===== config.mk =====
export PLATFORM = sky130hd
export DESIGN_NAME = tick_supervisor_with_debounce_unit
export DESIGN_NICKNAME = d
export VERILOG_FILES = /design/src/hdl/tsd_pkg.sv /design/src/hdl/tick_supervisor_with_debounce_unit.sv /design/src/hdl/tsd_core.sv
export SDC_FILE = /design/constraint.sdc
export NUM_CORES = 1
export LEC_CHECK = 0
export ABC_AREA = 1
export BUFFER_PORTS_ARGS = -buffer_cell sky130_fd_sc_hd__buf_2
export CAP_MARGIN = 20
export CORE_MARGIN = 3
export CORE_UTILIZATION = 53
export DETAILED_ROUTE_END_ITERATION = 10
export PLACE_DENSITY_LB_ADDON = 0.2
export SLEW_MARGIN = 25
export SYNTH_ARGS = -nofsm -noshare
export SYNTH_HDL_FRONTEND = slang
export SYNTH_SLANG_ARGS = --single-unit

===== constraint.sdc =====
create_clock -name clk -period 4.2 [get_ports clk]
set_clock_uncertainty 0.05 [all_clocks]
set_input_delay 0.21 -clock clk [delete_from_list [all_inputs] [get_ports clk]]
set_output_delay 0.21 -clock clk [all_outputs]
set_load 0.05 [all_outputs]

===== src/hdl/tsd_pkg.sv =====
// ----------------------------------------------------------------------------
// tsd_pkg
// Shared types and constants of the tick supervisor: transaction payloads,
// configuration register file layout, register indexes and radar states.
// ----------------------------------------------------------------------------
package tsd_pkg;

	// configuration registers are all this wide
	localparam int CFG_W     = 8;
	localparam int CFG_IDX_W = 3;
	localparam int HORN_W    = 8;

	// register indexes on the configuration port
	typedef enum logic [CFG_IDX_W-1:0] {
		REG_BLINK_PERIOD      = 3'd0,
		REG_HORN_ON_TICKS     = 3'd1,
		REG_HORN_PERIOD_TICKS = 3'd2,
		REG_LINK_TIMEOUT      = 3'd3,
		REG_RADAR_DEBOUNCE    = 3'd4
	} tsd_reg_idx_t;

	// reset values of the registers
	localparam logic [CFG_W-1:0] RST_BLINK_PERIOD      = 8'd5;
	localparam logic [CFG_W-1:0] RST_HORN_ON_TICKS     = 8'd2;
	localparam logic [CFG_W-1:0] RST_HORN_PERIOD_TICKS = 8'd4;
	localparam logic [CFG_W-1:0] RST_LINK_TIMEOUT      = 8'd20;
	localparam logic [CFG_W-1:0] RST_RADAR_DEBOUNCE    = 8'd3;

	typedef struct packed {
		logic [CFG_W-1:0] blink_period;
		logic [CFG_W-1:0] horn_on_ticks;
		logic [CFG_W-1:0] horn_period_ticks;
		logic [CFG_W-1:0] link_timeout;
		logic [CFG_W-1:0] radar_debounce;
	} tsd_cfg_t;

	// one main-loop pass
	typedef struct packed {
		logic              tick;
		logic              radar_detected;
		logic              com_received;
		logic              horn_load;
		logic [HORN_W-1:0] horn_count;
	} tsd_in_t;

	// status after one pass
	typedef struct packed {
		logic led;
		logic horn;
		logic stop_request;
		logic link_active;
	} tsd_out_t;

	typedef enum logic {
		RADAR_IDLE     = 1'b0,
		RADAR_STOPPING = 1'b1
	} tsd_radar_state_t;

endpackage


===== src/hdl/tick_supervisor_with_debounce_unit.sv =====
// ----------------------------------------------------------------------------
// tick_supervisor_with_debounce_unit
// Main-loop supervisor: led blink, horn beeps, host link watchdog and rear
// radar debounce, one result transaction for every pass transaction.
// ----------------------------------------------------------------------------
// Each item transaction is one main-loop pass and yields exactly one result
// transaction. A pass is captured in an input register and its whole update
// is computed combinationally into the result register, from which the result
// is offered; while the result side is not stalled a new pass is taken in every
// cycle, a sustained rate of one pass per clock. item_stall rises only when the
// input register is full and the result register is full and stalled; a
// waiting result blocks new passes only once the input register also holds one.
// Configuration registers are written through cfg_* (cfg_ready is
// always high) and should only be changed while no pass is in flight.
// COUNT_WIDTH sets the width of the led, horn phase, link and radar counters.
module tick_supervisor_with_debounce_unit #(
	parameter int COUNT_WIDTH = 8
) (
	input  logic                           clk,
	input  logic                           arst_n,
	// pass channel
	input  logic                           item_valid,
	output logic                           item_stall,
	input  tsd_pkg::tsd_in_t               item,
	// result channel
	output logic                           result_valid,
	input  logic                           result_stall,
	output tsd_pkg::tsd_out_t              result,
	// configuration write channel
	input  logic                           cfg_valid,
	output logic                           cfg_ready,
	input  logic [tsd_pkg::CFG_IDX_W-1:0]  cfg_index,
	input  logic [tsd_pkg::CFG_W-1:0]      cfg_data
);
	import tsd_pkg::*;

	tsd_cfg_t cfg_q;

	// input register
	tsd_in_t  item_s1;
	logic     item_valid_s1;

	// result register
	tsd_out_t result_s2;
	logic     result_valid_s2;

	tsd_out_t core_result;
	logic     item_take;
	logic     s1_go;
	logic     result_free;

	// the result register can load when empty or being emptied this cycle
	assign result_free = !result_valid_s2 || !result_stall;
	assign s1_go       = item_valid_s1 && result_free;

	// the input register holds only while its pass cannot move on
	assign item_stall  = item_valid_s1 && !result_free;
	assign item_take   = item_valid && !item_stall;

	assign cfg_ready   = 1'b1;

	// register file writes, unknown indexes are dropped
	always_ff @(posedge clk or negedge arst_n) begin
		if (!arst_n) begin
			cfg_q.blink_period      <= RST_BLINK_PERIOD;
			cfg_q.horn_on_ticks     <= RST_HORN_ON_TICKS;
			cfg_q.horn_period_ticks <= RST_HORN_PERIOD_TICKS;
			cfg_q.link_timeout      <= RST_LINK_TIMEOUT;
			cfg_q.radar_debounce    <= RST_RADAR_DEBOUNCE;
		end else if (cfg_valid && cfg_ready) begin
			case (cfg_index)
				REG_BLINK_PERIOD:      cfg_q.blink_period      <= cfg_data;
				REG_HORN_ON_TICKS:     cfg_q.horn_on_ticks     <= cfg_data;
				REG_HORN_PERIOD_TICKS: cfg_q.horn_period_ticks <= cfg_data;
				REG_LINK_TIMEOUT:      cfg_q.link_timeout      <= cfg_data;
				REG_RADAR_DEBOUNCE:    cfg_q.radar_debounce    <= cfg_data;
				default: ;
			endcase
		end
	end

	// input stage control
	always_ff @(posedge clk or negedge arst_n) begin
		if (!arst_n) begin
			item_valid_s1 <= 1'b0;
		end else if (!item_stall) begin
			item_valid_s1 <= item_valid;
		end
	end

	// input stage payload, loads with every taken pass
	always_ff @(posedge clk) begin
		if (item_take) begin
			item_s1 <= item;
		end
	end

	// supervisor state and single-pass update
	tsd_core #(
		.COUNT_WIDTH (COUNT_WIDTH)
	) u_core (
		.clk    (clk),
		.arst_n (arst_n),
		.go     (s1_go),
		.cfg    (cfg_q),
		.item   (item_s1),
		.result (core_result)
	);

	// result stage control
	always_ff @(posedge clk or negedge arst_n) begin
		if (!arst_n) begin
			result_valid_s2 <= 1'b0;
		end else if (result_free) begin
			result_valid_s2 <= item_valid_s1;
		end
	end

	// result stage payload
	always_ff @(posedge clk) begin
		if (s1_go) begin
			result_s2 <= core_result;
		end
	end

	assign result_valid = result_valid_s2;
	assign result       = result_s2;

endmodule


===== src/hdl/tsd_core.sv =====
// ----------------------------------------------------------------------------
// tsd_core
// Supervisor state and its single-pass update: led blinker, horn beep
// sequencer, host link watchdog and radar debounce machine.
// ----------------------------------------------------------------------------
module tsd_core #(
	parameter int COUNT_WIDTH = 8
) (
	input  logic              clk,
	input  logic              arst_n,
	input  logic              go,
	input  tsd_pkg::tsd_cfg_t cfg,
	input  tsd_pkg::tsd_in_t  item,
	output tsd_pkg::tsd_out_t result
);
	import tsd_pkg::*;

	localparam int CMP_W = (COUNT_WIDTH > CFG_W) ? COUNT_WIDTH : CFG_W;
	localparam logic [COUNT_WIDTH-1:0] CNT_ONE = COUNT_WIDTH'(1);
	localparam logic [COUNT_WIDTH-1:0] CNT_MAX = {COUNT_WIDTH{1'b1}};

	logic [COUNT_WIDTH-1:0] led_count_q, led_count_d, led_inc;
	logic                   led_level_q, led_level_d;
	logic [HORN_W-1:0]      horn_remaining_q, horn_remaining_d;
	logic [COUNT_WIDTH-1:0] horn_phase_q, horn_phase_d;
	logic                   horn_level_q, horn_level_d;
	logic [COUNT_WIDTH-1:0] link_count_q, link_count_d, link_inc;
	logic                   link_alive_q, link_alive_d;
	logic                   link_stop;
	logic [COUNT_WIDTH-1:0] radar_count_q, radar_count_d, radar_inc;
	logic                   radar_hit, radar_stop;
	tsd_radar_state_t       radar_state_q, radar_state_d;

	// led blinker
	always_comb begin
		led_inc     = led_count_q + CNT_ONE;
		led_count_d = led_count_q;
		led_level_d = led_level_q;
		if (item.tick) begin
			if (CMP_W'(led_inc) > CMP_W'(cfg.blink_period)) begin
				led_count_d = '0;
				led_level_d = ~led_level_q;
			end else begin
				led_count_d = led_inc;
			end
		end
	end

	// horn sequencer, phase resumes at one after a beep ends
	always_comb begin
		horn_remaining_d = horn_remaining_q;
		horn_phase_d     = horn_phase_q;
		horn_level_d     = horn_level_q;
		if (item.tick && (horn_remaining_q != '0)) begin
			priority if (CMP_W'(horn_phase_q) < CMP_W'(cfg.horn_on_ticks)) begin
				horn_level_d = 1'b1;
				horn_phase_d = horn_phase_q + CNT_ONE;
			end else if (CMP_W'(horn_phase_q) < CMP_W'(cfg.horn_period_ticks)) begin
				horn_level_d = 1'b0;
				horn_phase_d = horn_phase_q + CNT_ONE;
			end else begin
				horn_remaining_d = horn_remaining_q - HORN_W'(1);
				horn_phase_d     = CNT_ONE;
			end
		end
		if (item.horn_load) begin
			horn_remaining_d = item.horn_count;
		end
	end

	// host link watchdog, a message wins over the tick work on count and link state
	always_comb begin
		link_inc     = link_count_q + CNT_ONE;
		link_count_d = link_count_q;
		link_alive_d = link_alive_q;
		link_stop    = 1'b0;
		if (item.tick) begin
			if (CMP_W'(link_inc) > CMP_W'(cfg.link_timeout)) begin
				link_count_d = '0;
				link_stop    = link_alive_q;
				link_alive_d = 1'b0;
			end else begin
				link_count_d = link_inc;
			end
		end
		if (item.com_received) begin
			link_alive_d = 1'b1;
			link_count_d = '0;
		end
	end

	// radar debounce: saturating run length of detections
	assign radar_inc = (radar_count_q == CNT_MAX) ? radar_count_q : radar_count_q + CNT_ONE;
	assign radar_hit = CMP_W'(radar_inc) > CMP_W'(cfg.radar_debounce);

	always_comb begin
		radar_state_d = radar_state_q;
		unique case (radar_state_q)
			RADAR_IDLE: begin
				if (item.radar_detected && radar_hit) begin
					radar_state_d = RADAR_STOPPING;
				end
			end
			RADAR_STOPPING: begin
				if (!item.radar_detected) begin
					radar_state_d = RADAR_IDLE;
				end
			end
			default: radar_state_d = RADAR_IDLE;
		endcase
	end

	always_comb begin
		radar_count_d = radar_count_q;
		radar_stop    = 1'b0;
		unique case (radar_state_q)
			RADAR_IDLE: begin
				radar_count_d = item.radar_detected ? radar_inc : '0;
				radar_stop    = item.radar_detected && radar_hit;
			end
			RADAR_STOPPING: begin
				radar_count_d = radar_count_q;
			end
			default: radar_count_d = radar_count_q;
		endcase
	end

	always_comb begin
		result.led          = led_level_d;
		result.horn         = horn_level_d;
		result.stop_request = link_stop | radar_stop;
		result.link_active  = link_alive_d;
	end

	always_ff @(posedge clk or negedge arst_n) begin
		if (!arst_n) begin
			led_count_q      <= '0;
			led_level_q      <= 1'b0;
			horn_remaining_q <= '0;
			horn_phase_q     <= '0;
			horn_level_q     <= 1'b0;
			link_count_q     <= '0;
			link_alive_q     <= 1'b0;
			radar_count_q    <= '0;
			radar_state_q    <= RADAR_IDLE;
		end else if (go) begin
			led_count_q      <= led_count_d;
			led_level_q      <= led_level_d;
			horn_remaining_q <= horn_remaining_d;
			horn_phase_q     <= horn_phase_d;
			horn_level_q     <= horn_level_d;
			link_count_q     <= link_count_d;
			link_alive_q     <= link_alive_d;
			radar_count_q    <= radar_count_d;
			radar_state_q    <= radar_state_d;
		end
	end

endmodule


Word level (Yosys, flattened, before mapping)
Cells that the tools add are included.
Widths: inputs -> output; s select.

operators by class
  add/subtract/negate cells = 5
  magnitude comparators = 5
  equality and inequality tests = 7
  multiplexer cells = 27
  bitwise logic cells = 3
  reduce and logical (&&, ||, !) cells = 24

operators by type and width
  kind                 count
  $mux 8               13
  $add 8x1->8 const B  4
  $gt 8x8->1           3
  $reduce_and 2->1     9
  $lt 8x8->1           2
  $mux 1               13
  $eq 8x8->1 const B   1
  $reduce_bool 8->1    1
  $sub 8x1->8 const B  1
  $eq 3x2->1 const B   2
  $logic_and 1x1->1    5
  $logic_not 1->1      4
  $ne 2x2->1 const B   2
  $reduce_and 4->1     1
  $reduce_bool 2->1    2
  $eq 3x1->1 const B   1
  $eq 3x3->1 const B   1
  $logic_not 3->1      1
  $not 1->1            2
  $pmux 1 s2           1
  $logic_or 1x1->1     1
  $or 1x1->1           1

word-level totals
  bits in registers = 102
  bits of input ports = 28
  output and inout port bits = 7

Logic depth before layout (Yosys ltp)
  word-level depth = 6
  depth in mapped cells = 16
  gate-level depth less buffers = 16

Modules after synthesis
From an unflattened synthesis, not the netlist that was laid out.

second synthesis, totals
  cell total of the unflattened synthesis = 727
  area, all modules = 5952.0 um^2

by module, submodules not included
  module                              instances  cells each  area an instance (um^2)  seq. area each (um^2)
  tsd_core                            1          515         3708.6                   1101.1
  tick_supervisor_with_debounce_unit  1          212         2243.4                   1541.5

Worst setup path before layout
No wires, ideal clock.

  path type = register to register
  start = reg u_core.radar_count_q[0]
  end = reg result_s2 (netlist bit result[1]), data pin
  library setup time = 0.253 ns
  arrival = 1.884 ns
  setup slack = 2.013 ns
  cell stages (with the launch flop) = 14
  buffers on the path = 0
  cell sequence = dfrtp_1 > ha_1 > nand2_1 > nor3_2 > nand2_2 > nand2_1 > o21a_1 > inv_1 > ha_1 > a21oi_1 > o21a_1 > o21ai_0 > nand3b_1 > nand2_1

RTL lines
  element                 RTL line                                   RTL
  start, declared         tsd_core.sv:30                             logic [COUNT_WIDTH-1:0] radar_count_q, radar_count_d, radar_inc;
  start signal, assigned  tsd_core.sv:154                            radar_count_q <= radar_count_d;
  end signal, assigned    tick_supervisor_with_debounce_unit.sv:122  result_s2 <= core_result;
  end, declared           tick_supervisor_with_debounce_unit.sv:44   tsd_out_t result_s2;

Worst setup path in the final report
  start = reg u_core.led_count_q[0]
  end = reg u_core.led_count_q[0]

between the ends
  word-level cells in the longest chain between the ends = 3

RTL lines
  element                 RTL line         RTL
  start, declared         tsd_core.sv:22   logic [COUNT_WIDTH-1:0] led_count_q, led_count_d, led_inc;
  start signal, assigned  tsd_core.sv:147  led_count_q <= led_count_d;
  $add 8x1->8 *           tsd_core.sv:36   led_inc = led_count_q + CNT_ONE;
  $gt 8x8->1              tsd_core.sv:40   if (CMP_W'(led_inc) > CMP_W'(cfg.blink_period)) begin
  $mux 8 *                tsd_core.sv:40

Mark *: on every way between the ends. The rest lies on a longest branch, timed or not.
A chain may end at the register's enable or synchronous reset.

==> results.txt <==
The number of buffer and inverter instances along the worst setup path came out at 1. Once the floorplan was initialized, standard cells occupied 55.9% of the core. The worst setup path is launched from a register. The quantity of I/O buffers inserted on ports came out at 33.

The average size of a mapped cell came out at 8.28 um2. The number of global-route vias before repair came out at 4,443. The sequential-to-total area share from yosys stat came out at 47.3%. Setup repair after global routing left no endpoint under its margin. The number of clock buffers added by TritonCTS is 9.

The die boundary height came out at ~110 um. The count of vias placed by the detailed router came out at 4,429. For the worst setup path, the data required time is 4430 ps. Detailed routing placed a total of 364 um of wire on met3.

The number of cells traversed by the worst hold path is 3. The placement row count came out at 36. In the layout the commonest cells are nand2_1 (181), inv_1 (105), dfrtp_1 (78). The maximum number of pins on one net before global-route repair came out at 56. The internal reg-to-reg setup slack came out at 1720 ps.

The launch point of the worst reg-to-reg path is u_core.led_count_q[0]. The initial antenna violation count came to 0. The max-slew violation total from the final report came out at 0. 0 antenna diodes ended up in the layout. After layout, the worst path uses 59.0% of the clock period.

The startpoint identified for the worst hold timing path is cfg_data[1]. Summing the areas of all xor and xnor instances in the mapped netlist gives 1.88% of the synthesized area. The cell taking the most area after synthesis is dfrtp_1.

The worst pin sits at a relative slew slack of 53.1%. The largest voltage drop on the vdd net came out at roughly 0.28 mV. The static leakage is between 3 and 4 nW. Walking the worst path, the cells encountered are nand3_1 -> nor3_1 -> nand2_1 -> xor2_1 -> inv_1 -> ha_1 -> nand2_1 -> nor2_1 -> nand4_1 -> nand2_1 -> nand2_1 -> o21ai_0.

The peak per-stage delay on the critical path is 420 ps. The synthesized netlist devotes 9.85% of its cell area to adder and majority cells. Signal routing reaches up to met4. In this run the worst setup path begins at u_core.led_count_q[0]. The simple-gate share of the synthesized area is 23.0%. The count of cell instances traversed by the critical path came out at 12. Dividing the detail-routed via count by the number of cells gives about 5.1. The maximum root-to-sink buffer count came out at 2. The number of fill cells came out at around 890.

Relative to the synthesized area, the layout overhead comes to 11.8%. The die area came out at 0.0118 mm2. The type of element capturing the critical path is a register. By area, the combinational part of the netlist is dominated by simple AND/OR/NAND/NOR gates. The total length of routed met2 wires is 5620 um. The placer's final routability congestion estimate is 0.866.

The highest clock rate is 0.403 GHz. The TritonCTS clock tree is yes. The final routed wire length divided by cell count is approximately 13 um. The total area inside the core boundary comes to 0.0100 mm2. The insertion delay to the later sink of the worst-skew pair is about 370 ps. The number of flip-flops and latches in the synthesized netlist came out at 102. The worst setup path endpoint is u_core.led_count_q[0].

Cells with a size suffix above 1 make up 9.44% of the layout. The count of clock tree sinks came out at 102. For this design the ratio of total power to cell area is between 500 and 600 mW/mm2. Among the stages of the critical path, the cell type that occurs most often is nand2_1. The kind of cell adding the most delay to the critical path is simple AND/OR/NAND/NOR gates. The number of violations reported at the end of detailed-routing iteration 0 came out at 324. The first global-routing pass estimated between 15,000 and 20,000 um of wire. The area of combinational cells with multiple inputs is 0.00250 mm2. The die width is between 100 and 150 um. The count of nets after finishing came out at 798. The number of enable-type register cells in the synthesized netlist came out at 16. The transition time at the pin with the least slew margin came out at between 700 and 800 ps. The time the worst path needs with I/O delays and setup is 2480 ps. The setup path with the least slack is of type reg2reg.

The sequential cell area is between 0.002 and 0.003 mm2. The remaining design rule violation count came out at 0. The hold violation count in the final report came out at 0.

The first-pass detailed-route iteration total came out at 6. The clock slew seen by the registers of the worst setup and hold paths came out at 100 ps. The class of the tightest hold or removal check is in2reg. STA puts the critical path data arrival time at 2710 ps. The share of the synthesized area in compound gates (AO/OA/AOI/OAI) came out at 9.87%. Wires add up to 11,400 um. The post-synthesis net count came out at about 750. The count of antenna-violating nets left after detailed routing is 0.

The run finished with clean final reports. The sum of negative setup slack is 0 ps. The number of distinct library cell variants in the gate-level netlist after synthesis came out at 37. The number of levels in the clock H-tree is 3.

The total of cells resized after clock tree synthesis came out at 0. Among all stages on the critical path, the largest delay is contributed by dfrtp_1. The number of maximum-capacitance constraint violations came out at 0. The global route total overflow came out at 0. The clock root buffer is clkbuf_8. The total chip power came out at 3.23 mW. The share of the synthesized area in the top cell type came out at between 30% and 40%. The detailed-route wire length on metal 1 is 5210 um. The total of warnings raised by yosys is 0. The total half-perimeter wirelength after legalization and detailed placement is 8330 um. The final-report setup violation count is 0. Leaving out fill and tap cells, the most frequent cell in the layout is nand2_1. Of all flip-flops after synthesis, the portion carrying an async set or reset was 84.3%. The number of I/O pins came out at 35.

After technology mapping, the gate count stands at 675. The critical register-to-register path endpoint is u_core.led_count_q[0]. In this run the worst path has a maximum fanout of 5. Among all flip-flop cells after synthesis, the most frequent one is dfrtp_1. The mux cell area share after synthesis came out at 0%. By area the synthesized netlist is led by dfrtp_1 (35%), nand2_1 (12%), ha_1 (9.8%).

The area of the mapped netlist came out at roughly 0.0056 mm2. Global routing consumed, over all layers together, 21.2% of the routing resources. The number of cells on the worst reg-to-reg path is 12.
==> cell type report <==
class / instances / area share, %
tap: 133 / 2.66
clock inverter: 4 / 0.841
clock buffer: 12 / 2.66
timing repair buffer: 49 / 5.20
multi-input combinational: 457 / 39.9
sequential: 102 / 42.3
inverter: 107 / 6.42
==> how the worst min path moves through the flow <==
stage / endpoint / slack (ps)
2_1_floorplan: cfg_q[11] / -140
3_3_place_gp: u_core.radar_count_q[4] / 250
3_5_place_dp: u_core.radar_count_q[4] / 260
4_1_cts: cfg_q[26] / 140
5_1_grt: cfg_q[0] / 170
6_report: cfg_q[25] / 160
==> synth_stat cells (all sizes together), types with 4 or more instances <==
master  number
o21ai       69
dfstp        8
o21a         4
inv        107
nor3         6
edfxtp      16
nor2        40
nand4        8
nand2      185
nand3       53
clkbuf       6
dfrtp       78
a21oi       19
xor2         9
ha          44
==> report_power, final <==
part / leakage, nW / internal [mW] / switching (mW)
sequential: 1.24 / 1.24 / 0.180
clock: 0.112 / 0.331 / 0.338
combinational: 1.93 / 0.437 / 0.702
==> logic make-up (layout without fill, tap and decap cells) <==
family,after synthesis,in the layout
other,1,1
xor gates and xnor gates,12,12
and+or+nand+nor,297,297
AOI/OAI and AO/OA,103,103
buffers and inverters,116,172
DFF,102,102
adders and majority gates,44,44
==> routing by layer <==
layer	up-vias	track usage [%]
met5	-	0
li1	2283	-
met1	2064	26.6
met2	68	37.0
met4	0	5.50
met3	14	4.80
==> what timing repair did <==
item                       in CTS  in global routing
hold endpoints to repair       66                  0
hold buffers                   15                  0
setup endpoints to repair       0                  0
setup buffers                   0                  0
==> registers in the layout, indices dropped and copies added, names as in the netlist <==
signal,count
u_core.radar_count_q,8
u_core.link_count_q,8
u_core.led_level_q,1
u_core.link_alive_q,1
result,4
u_core.radar_state_q,1
u_core.horn_level_q,1
u_core.led_count_q,8
item_s1,12
u_core.horn_phase_q,8
result_valid,1
cfg_q,40
u_core.horn_remaining_q,8
item_valid_s1,1
==> worst min-delay path, stage by stage <==
cell     delay, ps
buf_2          100
inv_1          140
o21ai_0        120
==> stage by stage <==
| step | worst slack (ps) | util [%] | instances | hold slack (ps) | area [um2] |
|---|---|---|---|---|---|
| 5_1_grt | 1410 | 62.5 | 864 | 171 | 6250 |
| 6_report | 1720 | 62.5 | 864 | 163 | 6250 |
| 2_1_floorplan | 2010 | - | 675 | -136 | 5590 |
| 4_1_cts | 1750 | 62.5 | 864 | 145 | 6250 |
| 3_5_place_dp | 1780 | 58.8 | 833 | 257 | 5880 |
| 3_3_place_gp | 1850 | 58.8 | 833 | 249 | 5880 |
(Power assumes the default switching activity.)
